--- src/hdl/bis_fifo.sv ---
// Short request queue between front end and back end.
// No dependencies.
module bis_fifo #(
  parameter int unsigned Width = 48,
  parameter int unsigned Depth = 4
) (
  input  logic             clk_i,
  input  logic             rst_ni,
  input  logic             push_i,
  input  logic [Width-1:0] data_i,
  input  logic             pop_i,
  output logic             empty_o,
  output logic [Width-1:0] data_o
);

  localparam int unsigned Aw = $clog2(Depth);

  logic [Width-1:0] buf_q [Depth];
  logic [Aw-1:0]    wp_q, rp_q;
  logic [Aw:0]      cnt_q;

  always_ff @(posedge clk_i or negedge rst_ni) begin
    if (!rst_ni) begin
      wp_q  <= '0;
      rp_q  <= '0;
      cnt_q <= '0;
    end else begin
      if (push_i) wp_q <= wp_q + Aw'(1);
      if (pop_i) rp_q <= rp_q + Aw'(1);
      cnt_q <= cnt_q + (Aw+1)'(push_i) - (Aw+1)'(pop_i);
    end
  end

  always_ff @(posedge clk_i) begin
    if (push_i) buf_q[wp_q] <= data_i;
  end

  assign empty_o = (cnt_q == '0);
  assign data_o  = buf_q[rp_q];

endmodule

--- config.mk ---
export PLATFORM = sky130hd
export DESIGN_NAME = bis_fifo
export DESIGN_NICKNAME = d
export VERILOG_FILES = /design/src/hdl/bis_fifo.sv
export SDC_FILE = /design/constraint.sdc
export NUM_CORES = 1
export LEC_CHECK = 0
export ABC_AREA = 1
export BUFFER_PORTS_ARGS = -buffer_cell sky130_fd_sc_hd__buf_2
export CORE_ASPECT_RATIO = 1.25
export CORE_MARGIN = 8
export CORE_UTILIZATION = 35
export CTS_BUF_LIST = sky130_fd_sc_hd__clkbuf_16
export DETAILED_ROUTE_END_ITERATION = 8
export HOLD_SLACK_MARGIN = 0.02
export MAX_ROUTING_LAYER = met4
export SYNTH_ARGS = -nofsm -noshare
export SYNTH_HDL_FRONTEND = slang
export SYNTH_SLANG_ARGS = --single-unit
--- constraint.sdc ---
create_clock -name clk_i -period 2.4 [get_ports clk_i]
set_input_delay 0.24 -clock clk_i [delete_from_list [all_inputs] [get_ports clk_i]]
set_output_delay 0.24 -clock clk_i [all_outputs]
set_load 0.05 [all_outputs]
======== After elaboration in Yosys (flattened, before gate mapping) ========
Memories as Yosys holds them, arrays and structs flattened.
Index checks and enable logic that the tools add are counted.
word-level totals
  register bits ........................... 7
  latch bits .............................. 0
  RAM bits ................................ 192
  memory bits (read-only) ................. 0
  bits of input ports ..................... 52
  word-level logic and storage cells ...... 11
  memories ................................ 1
memories
  memory  words  width  rd ports  clocked after memory_dff  write ports  RTL line  RTL
  buf_q   4      48     1         0                         1            18        logic [Width-1:0] buf_q [Depth];
cells by class
  $add $sub $neg .......................... 4
  multipliers ............................. 0
  div/mod/pow operators ................... 0
  $lt $le $gt $ge ......................... 0
  equal/unequal tests ..................... 0
  shift-type cells ........................ 0
  mux-type cells .......................... 2
  bitwise logic cells ..................... 0
  reductions and logical operators ........ 1
operator list
  kind                 count
  $add 2x1->2 const B  2
  $add 3x1->3          1
  $logic_not 3->1      1
  $sub 3x1->3          1
  $mux 1               2

======== Logic depth before layout (Yosys ltp) ========
  depth after elaboration ................. 2
  gate-level depth with buffers ........... 10

======== Worst setup path before layout ========
Ideal clock, no wire load.
  kind .................................... register -> register
  start point ............................. reg wp_q[0]
  end point ............................... mem buf_q[0][0] (enable)
  arrival ................................. 1614 ps
  data required time ...................... 1998 ps
  slack ................................... 383 ps
  cell stages (with the launch flop) ...... 5
  buffers on the path ..................... 0
  period minus slack after synthesis ...... 2017 ps
  path through ............................ dfrtp_1 inv_1 ha_1 nand2_1 inv_1
RTL lines
  element                 RTL line  RTL
  start, declared         19        logic [Aw-1:0] wp_q, rp_q;
  start signal, assigned  28        if (push_i) wp_q <= wp_q + Aw'(1);
  end, declared           18
Straight into the memory's write port.

======== Worst setup path in the final report ========
  start point ............................. reg rp_q[0]
  end point ............................... out data_o[5]
on the way
  longest elaborated chain between the ends .. 1
ends and longest elaborated chain
  element                 RTL line  RTL
  start, declared         19
  start signal, assigned  29        if (pop_i) rp_q <= rp_q + Aw'(1);
  $mem_v2 4x48            -
  end, declared           13        output logic [Width-1:0] data_o
No other way between the ends.

==> reports/summary.txt <==
Cell taking the most area after synthesis -> edfxtp_1
Placed Cells -> 1,203
Number of cells on the critical path -> 6
Most frequent cells in the layout -> nand2_1, inv_1, edfxtp_1
# Post-CTS Setup Buffers -> 0
Row count -> 63
Drt pass-1 iters -> 4
Fillers -> 2,228
Flops & latches, synth -> 199
Clk sinks -> 199
Top cell type's share of synthesized area -> 0.681
Placed instance area -> 9350 um2
Worst-case reg-to-reg path depth -> 9
Syn nets -> 856
Worst min path class -> in -> reg
First-pass GRT wire length -> 29,100 um
Hpwl dp -> 11,000 um
Clk_skew -> 0.00682 ns
WP buf/inv -> 3
Core area -> 23,700 um2
Gpl congestion -> 0.712
Fin nets -> 999
Met2 WL -> 9430 um
Syn avg cell area -> 10.6 um2
Power Density -> 1330 nW/um2
Dominant cells by area after synthesis -> edfxtp_1, nand2_1, inv_1, nand3_1, dfrtp_1
WHS -> 0.0492 ns
Met1 wire length -> 7810 um
Final Critical Period -> 2.20 ns
Crit path capture type -> output port
Final Hold Viols -> 0
Gr ovfl total -> 0
Post-route cell area -> 10,400 um2
Worst path required time -> 2.16 ns
Buffers on Ports -> 100
Setup TNS -> 0 ns
H-tree lvl count -> 4
Pin count of the biggest net entering global routing -> 99
Die W -> 155 um
Routed vias/inst -> 4.30
Crit Reg-Reg Endpoint -> cnt_q[2]
Max-Cap Viols -> 0
Post-Synthesis Cells -> 797
Slowest cell on crit path -> dfrtp_4
Total number of vias -> 5,503
End of the critical path -> data_o[5]
Initial DRC Count -> 282
VDD IR-drop max -> 620 uV
Initial antenna violation count -> 2
Clk buf depth -> 2
Sequential-to-total area share from yosys stat -> 0.701
Slack of the worst reg-to-reg path -> 0.76 ns
Initial Utilization -> 0.357
Routed WL per cell -> 14.2 um
Io pins -> 101
Layout cell share with drive strength beyond 1 -> 0.161
CTS tree -> built
Largest fanout on the critical path -> 40
Die Height -> 190 um
Clock slew at reported path FFs -> 0.07 ns
Ys Warns -> 0
CP cell instances -> clkinv_2 > buf_12 > nand2_1 > nand3_1 > nand2_1 > buf_2
Critical path class -> reg -> out
Total CTS buffers -> 17
Total Power -> 13,800 uW
Post-Syn Area -> 8470 um2
CP arrival -> 1.96 ns
Detailed Route WL -> 18,200 um
Clk Latency, worst-skew pair -> 0.43 ns
Delay-heaviest family, CP -> buffers and inverters
Slew Limit Fails -> 0
Most common cell after layout, fill and taps aside -> nand2_1
CP dominant cell by count -> nand2_1
Area growth syn-to-layout -> 22.4%
Final std cells w/o fill -> 1,280
Worst Max-Slew Pin Slew -> 0.478 ns
Distinct cells, synth -> 15
R2R Path Start -> cnt_q[0]
Die ar. -> 29,500 um2
Number of global-route vias before repair -> 5,624
Top sig layer -> met4
Final Setup Violations -> 0
Lkg Pwr -> 0.00480 uW
Metal3 WL -> 623 um
Max_slew headroom -> 0.681
Critical path startpoint category -> flop
Period Utilization, post-route -> 0.916
Outcome -> finished clean
Antenna viol nets, final -> 0
Max Freq -> 455 MHz
Slowest stage delay, CP -> 0.44 ns
Global Route Usage Sum -> 0.133
RSZ-0062 raised after global routing -> false
Root Driver -> clkbuf_16
CP Launch Point -> rp_q[0]
Drt drc -> 0
[final cells by class]
class	instances	area, um2	area share
antenna	2	5.00	0.000483
clock buffer	17	425	0.0410
clock inverter	15	161	0.0156
inverter	206	774	0.0747
multi-input combinational	360	1560	0.150
sequential	199	5950	0.573
tap	325	407	0.0392
timing repair buffer	156	1090	0.105
[Yosys cell counts, drive strengths merged]
cell type,n
ha,6
inv,206
nor3,1
o21ai,1
clkbuf,7
edfxtp,192
dfrtp,7
nand2,251
buf,25
fa,1
nand3,97
xor2,3
[repair_timing]
item | in CTS | in global routing
hold buffers | 43 | 0
setup endpoints to repair | 0 | 0
endpoints found under the hold margin | 172 | 0
resized for setup | 0 | 0
[cells by family after synthesis]
kind of cell | share of synthesized area
compound gates | 0.000590
buf+inv | 0.115
simple gates | 0.169
flops | 0.701
fa+ha+maj | 0.0112
xor+xnor | 0.00310
[worst min-delay path by stage]
stage	from	endpoint	slack (ns)	cells past startpoint
finish	data_i[38]	buf_q[1][38]	0.05	1
global route	data_i[8]	buf_q[0][8]	0.03	1
CTS	data_i[38]	buf_q[0][38]	0.02	1
detailed placement	rst_ni	cnt_q[2]	0.11	1
global placement	rst_ni	cnt_q[0]	0.10	1
floorplan	rst_ni	cnt_q[0]	-0.06	0
[through the flow]
step,utilization,worst slack [ns]
global route,0.437,0.0432
global placement,0.394,0.641
finish,0.437,0.202
CTS,0.437,0.145
detailed placement,0.394,0.631
floorplan,-,0.383
[routing by layer]
layer / GRT usage / vias up
met5: - / -
met4: 0.0506 / 0
met3: 0.0279 / 19
met2: 0.234 / 82
met1: 0.145 / 2632
li1: - / 2770
[flip-flops by register name, summed over array words and instances, names as in the netlist]
name	flops
buf_q	192
cnt_q	3
rp_q	2
wp_q	2
[where the power goes]
group / leakage, uW / switching (uW) / internal, uW
Sequential: 0.00184 / 163 / 4550
Clock: 0.000284 / 1330 / 1480
Combinational: 0.00267 / 4800 / 1430
No activity file was read; power rests on OpenSTA's default activity.
