**src/hdl/bis_front.sv**
```systemverilog
// Front end: maps destination coordinates to source base and weights.
// No dependencies. Two register stages: multiply, then clamp and weight.
module bis_front #(
  parameter int unsigned CoordBits = 12,
  parameter int unsigned XBits     = 8,
  parameter int unsigned YBits     = 8,
  parameter int unsigned MaxW      = 256,
  parameter int unsigned MaxH      = 256
) (
  input  logic                 clk_i,
  input  logic                 rst_ni,
  input  logic                 req_i,
  input  logic [CoordBits-1:0] col_i,
  input  logic [CoordBits-1:0] row_i,
  input  logic [23:0]          inv_scale_i,
  input  logic [8:0]           src_width_i,
  input  logic [8:0]           src_height_i,
  output logic                 valid_o,
  output logic [XBits-1:0]     x0_o,
  output logic [YBits-1:0]     y0_o,
  output logic [7:0]           xwi_o,
  output logic [7:0]           xwf_o,
  output logic [7:0]           ywi_o,
  output logic [7:0]           ywf_o
);

  localparam int unsigned PosBits = CoordBits + 24;
  localparam int unsigned IpBits  = PosBits - 16;
  localparam int unsigned SzBits  = (XBits > YBits ? XBits : YBits) + 1;

  logic               v1_q, v2_q;
  logic [PosBits-1:0] xpos_q, ypos_q;
  logic [SzBits-1:0]  w_q, h_q;
  logic [SzBits-1:0]  w_c, h_c;

  function automatic logic [SzBits-1:0] clamp_sz(logic [8:0] v, int unsigned mx);
    logic [SzBits:0] e;
    e = (SzBits+1)'(v);
    if (v < 9'd2) return SzBits'(2);
    if (e > (SzBits+1)'(mx)) return SzBits'(mx);
    return SzBits'(v);
  endfunction

  function automatic logic [7:0] wgt(logic [15:0] f);
    logic [23:0] p;
    p = {8'd0, f} * 24'd255;
    return p[23:16];
  endfunction

  function automatic logic [7:0] wgti(logic [15:0] f);
    logic [24:0] p;
    p = (25'd65536 - {9'd0, f}) * 25'd255;
    return p[23:16];
  endfunction

  assign w_c = clamp_sz(src_width_i, MaxW);
  assign h_c = clamp_sz(src_height_i, MaxH);

  always_ff @(posedge clk_i or negedge rst_ni) begin
    if (!rst_ni) begin
      v1_q <= 1'b0;
      v2_q <= 1'b0;
    end else begin
      v1_q <= req_i;
      v2_q <= v1_q;
    end
  end

  logic [IpBits-1:0] xip, yip;
  assign xip = xpos_q[PosBits-1:16];
  assign yip = ypos_q[PosBits-1:16];

  always_ff @(posedge clk_i) begin
    xpos_q <= PosBits'(col_i) * PosBits'(inv_scale_i);
    ypos_q <= PosBits'(row_i) * PosBits'(inv_scale_i);
    w_q    <= w_c;
    h_q    <= h_c;
    if (xip >= IpBits'(w_q - SzBits'(1))) x0_o <= XBits'(w_q - SzBits'(2));
    else x0_o <= XBits'(xip);
    if (yip >= IpBits'(h_q - SzBits'(1))) y0_o <= YBits'(h_q - SzBits'(2));
    else y0_o <= YBits'(yip);
    xwf_o <= wgt(xpos_q[15:0]);
    xwi_o <= wgti(xpos_q[15:0]);
    ywf_o <= wgt(ypos_q[15:0]);
    ywi_o <= wgti(ypos_q[15:0]);
  end

  assign valid_o = v2_q;

endmodule

```
**config.mk**
```make
export PLATFORM = sky130hd
export DESIGN_NAME = bis_front
export DESIGN_NICKNAME = d
export VERILOG_FILES = /design/src/hdl/bis_front.sv
export SDC_FILE = /design/constraint.sdc
export NUM_CORES = 2
export LEC_CHECK = 0
export ABC_AREA = 1
export BUFFER_PORTS_ARGS = -buffer_cell sky130_fd_sc_hd__buf_2
export CAP_MARGIN = 20
export CORE_ASPECT_RATIO = 0.5
export CORE_MARGIN = 1.5
export CORE_UTILIZATION = 35
export DETAILED_ROUTE_END_ITERATION = 12
export GPL_ROUTABILITY_DRIVEN = 0
export SLEW_MARGIN = 20
export SYNTH_ARGS = -nofsm -noshare
export SYNTH_HDL_FRONTEND = slang
export SYNTH_SLANG_ARGS = --single-unit
```
**constraint.sdc**
```tcl
create_clock -name clk_i -period 14.3 [get_ports clk_i]
set_input_delay 2.86 -clock clk_i [delete_from_list [all_inputs] [get_ports clk_i]]
set_output_delay 2.86 -clock clk_i [all_outputs]
set_load 0.02 [all_outputs]
```
Word level (Yosys, flattened, before mapping)
Cells that the tools add are included.
W data, S select, Z words.
{"block": "classes", "addsub": 6, "n_mul": 6, "n_lt_le_gt_ge": 6, "mux": 16}
{"op": "$mul A12 B24 Y36", "count": 2}
{"op": "$mux W9", "count": 8}
{"op": "$mul A16 B8 Y24 const B", "count": 2}
{"op": "$mul A18 B9 Y24 const B", "count": 2}
{"op": "$ge A20 B20 Y1", "count": 2}
{"op": "$sub A17 B16 Y18 const A", "count": 2}
{"op": "$sub A9 B1 Y10 const B", "count": 2}
{"op": "$gt A9 B9 Y1 const B", "count": 2}
{"op": "$lt A9 B2 Y1 const B", "count": 2}
{"op": "$mux W8", "count": 2}
{"op": "$sub A8 B2 Y8 const B", "count": 2}
{"op": "$mux W1", "count": 6}
{"block": "word_totals", "ff_bits": 140, "in_bits": 69, "output_inout_bits": 49, "elab_cells": 46}

Logic depth before layout (Yosys ltp)
{"block": "logic_depth", "ltp_word": 5, "depth_mapped": 29}

Least setup slack after synthesis
OpenSTA, ideal clock, no wires.
{"block": "synth_path", "kind": "input to register", "start": "input col_i[11]", "end": "register xpos_q[26]", "setup_time_ns": 0.120, "arrival_ns": 7.199, "required_time_ns": 14.180, "setup_slack_ns": 6.982, "cell_stages": 18, "n_path_buf": 1, "path_cell_list": "clkbuf_1 nand2_1 fa_1 fa_1 inv_1 fa_1 fa_1 inv_1 fa_1 inv_1 ha_1 a21oi_1 o21ai_0 a21oi_1 inv_1 a21oi_1 nand2_1 xor2_1"}
{"block": "synth_via", "elab_chain_len": 1}
{"element": "from (decl)", "line": "13", "text": "input logic [CoordBits-1:0] col_i,"}
{"element": "$mul A12 B24 Y36", "line": "74", "text": "xpos_q <= PosBits'(col_i) * PosBits'(inv_scale_i);"}
{"element": "to (signal assigned)", "line": "74"}
{"element": "to (decl)", "line": "32", "text": "logic [PosBits-1:0] xpos_q, ypos_q;"}
No other way between the ends.

Worst setup path after layout
{"block": "layout_path", "start": "input inv_scale_i[12]", "end": "register xpos_q[32]"}
{"block": "layout_via", "elab_chain_len": 1}
{"element": "from (decl)", "line": "15", "text": "input logic [23:0] inv_scale_i,"}
{"element": "$mul A12 B24 Y36", "line": "74"}
No other way between the ends.

==> results.py <==
metrics = {
    "timing": {
        "worstMarginPinSlew_ns": 0.715,
        "slew_violations": 0,
        "setup_violations": 0,
        "tns_ns": 0,
        "slew_headroom_pct": 52.3,
        "finalCritPeriodShare_pct": 52.6,
        "hold_viol": 0,
        "rsz0062_at_grt": "false",
        "fmax_mhz": 133,
        "clock_skew_ns": 0.0187,
        "post-route-min-period_ns": 7.52,
    },
    "run": {
        "maxCapViolCount": 0,
    },
    "placement": {
        "dp_hpwl_mm": 73.4,
        "dp.cells": 6047,
        "portBuffers": 117,
        "place_area_um2": 38700,
    },
    "finish": {
        "nets": 5861,
        "stdcell_area_um2": 39300,
        "area_delta_synth_final_pct": 6.94,
        "drive_gt1_share_pct": 4.04,
        "final_cells": 6083,
    },
    "hold_path": {
        "hold_class": "reg -> reg",
    },
    "status": {
        "outcome": "complete, no violations",
    },
    "yosys": {
        "synth-edff-count": 0,
        "synthCells": 4629,
        "async_flop_share_pct": 1.43,
        "synth_area_um2": 36800,
        "syn-num-nets": 5826,
        "synthFlopType": "dfxtp_1",
        "seq_area_frac_synth_pct": 7.65,
        "yosysWarnings": 0,
        "synth_area_per_cell_um2": 7.94,
        "yosysUniqueCellTypes": 46,
        "synth-seq-cells": 140,
    },
    "floorplan": {
        "dieArea_um2": 107000,
        "die_w_um": 461,
        "core_um2": 103000,
        "floorplan.initialDensity_pct": 35.6,
        "num_rows": 83,
        "die_h_um": 232,
        "ios": 118,
    },
    "detailed_routing": {
        "ant_nets": 0,
        "drc": 0,
        "drt-total-wl_mm": 86.4,
        "first_pass_iters": 6,
        "vias_per_cell": 4.65,
        "drt_first_iter_violations": 1843,
        "vias": 28300,
        "wire_per_inst_um": 14.2,
    },
    "global_routing": {
        "grt_max_degree": 25,
        "grt_pass1_vias": 30100,
        "grt_first_pass_wirelength_mm": 148,
        "overflow": 0,
        "grt_use_total_pct": 17.0,
        "antenna_found_initial": 11,
    },
    "clocking": {
        "cts_sinks": 140,
        "cts_tree": "yes",
        "htreeDepth": 4,
        "cts_buffer_depth": 2,
        "clk_pin_slew_worst_paths_ns": 0.07,
        "cts_inserted_buffers": 17,
        "clock_latency_ns": 0.47,
        "cts_hold_buf": 0,
        "post_cts_buffers": 0,
        "cts_resized": 0,
        "root_buffer": "clkbuf_16",
    },
    "critical_path": {
        "cp.arrival_ns": 7.87,
        "path_buf_inv": 4,
        "end_kind": "register",
        "cp_top_family": "adder cells",
        "crit_path_frequent_cell": "fa_1",
        "slowest_stage": "fa_1",
        "cp_max_fo": 24,
        "start_kind": "input pin",
        "cp_slowest_stage_delay_ns": 0.55,
        "worstPathRequired_ns": 14.66,
        "crit_type": "in -> reg",
        "path_cells": "buf_2 -> nand2_1 -> fa_1 -> fa_1 -> inv_1 -> fa_1 -> fa_1 -> inv_1 -> fa_1 -> inv_1 -> ha_1 -> nand2_1 -> nor2_1 -> nor3b_2 -> nand2_1 -> nand3_1 -> nand3_1 -> nand3_1 -> nand2_1",
    },
}
layout by cell type, fill, tap and decap left out, types with 2 or more instances in the layout:
master,n
inv_1,1341
nand2_1,1039
fa_1,722
ha_1,406
nor2_1,180
a21oi_1,159
dfxtp_1,138
buf_2,117
nand3_1,102
xor2_1,101
o21ai_0,90
nand4_1,35
xnor2_1,30
o21bai_1,29
nor3_1,27
a21o_1,24
clkbuf_16,17
nand2_2,11
a21boi_0,11
nor4_1,11
a31oi_1,9
o21ai_2,9
o21a_1,7
nand3b_1,6
o21ai_1,6
inv_6,6
nand3_2,5
diode_2,4
inv_2,4
or4_1,3
and2_4,2
o211ai_1,2
nor3b_2,2
a211oi_1,2
and2_1,2
inv_8,2
clkinv_4,2
dfrtp_1,2
cell usage after synthesis (24+ instances only):
| library cell | instances | area share [%] |
|---|---|---|
| nand2_1 | 1039 | 11 |
| xnor2_1 | 30 | 0.71 |
| a21oi_1 | 159 | 2.2 |
| nor2_1 | 180 | 1.8 |
| nand4_1 | 35 | 0.60 |
| fa_1 | 722 | 39 |
| o21ai_0 | 90 | 1.2 |
| xor2_1 | 101 | 2.4 |
| a21o_1 | 24 | 0.49 |
| nand3_1 | 102 | 1.4 |
| o21bai_1 | 29 | 0.59 |
| clkbuf_1 | 99 | 1.0 |
| ha_1 | 406 | 14 |
| inv_1 | 1341 | 14 |
| dfxtp_1 | 138 | 7.5 |
| nor3_1 | 27 | 0.37 |
state kept, by name (all words and copies together), names as in the netlist:
register / flops
ypos_q: 36
v1_q: 1
w_q: 9
xwf_o: 8
ywi_o: 8
valid_o: 1
h_q: 9
y0_o: 8
xwi_o: 8
x0_o: 8
xpos_q: 36
ywf_o: 8
layer usage:
layer | GRT usage [%] | part of all wire (%)
met5 | 0 | 0.028
met2 | 29.0 | 47
met4 | 3.68 | 1.8
met3 | 2.69 | 5.7
met1 | 22.6 | 45
cell type report:
type                            instances  area, um^2
Multi-Input combinational cell       3043       28500
Inverter                             1345        5050
Clock inverter                         14         151
Sequential cell                       140        2810
Fill cell                           10700       64000
Tap cell                             1402        1750
Clock buffer                           18         439
Timing Repair Buffer                  117         586
Antenna cell                            4        10.0
logic make-up (layout without fill, tap and decap cells):
| kind of cell | count (synthesis) | in the layout | share of synthesized area, % |
|---|---|---|---|
| and+or+nand+nor | 1429 | 1429 | 15.8 |
| xor gates and xnor gates | 132 | 132 | 3.16 |
| buffers and inverters | 1446 | 1494 | 14.8 |
| adders and majority gates | 1128 | 1128 | 53.1 |
| DFF | 140 | 140 | 7.65 |
| other | 0 | 4 | 0 |
| AOI/OAI and AO/OA | 354 | 354 | 5.51 |
stage by stage:
stage | hold WS (ns) | setup slack, ns | utilization, %
2_1_floorplan | 0.331 | 6.98 | -
3_3_place_gp | 0.336 | 6.48 | 37.5
3_5_place_dp | 0.345 | 6.38 | 37.5
4_1_cts | 0.366 | 6.93 | 38.0
5_1_grt | 0.373 | 6.56 | 38.0
6_report | 0.363 | 6.78 | 38.1
path summary, 6_finish.rpt:
kind                                       from    endpoint  slack, ns  cells past startpoint
min in group asynchronous                rst_ni        v1_q       2.16                      1
worst max-delay path            inv_scale_i[12]  xpos_q[32]       6.78                     19
worst min-delay path                       v1_q     valid_o       0.36                      0
worst max register to register        ypos_q[0]    ywi_o[7]       8.36                     23
worst min register to register             v1_q     valid_o       0.36                      0
max in group asynchronous                rst_ni     valid_o      12.04                      1
Power is left out: the tool's default activity adds up to more than one toggle a clock period on the data nets, which glitch-free logic cannot reach.
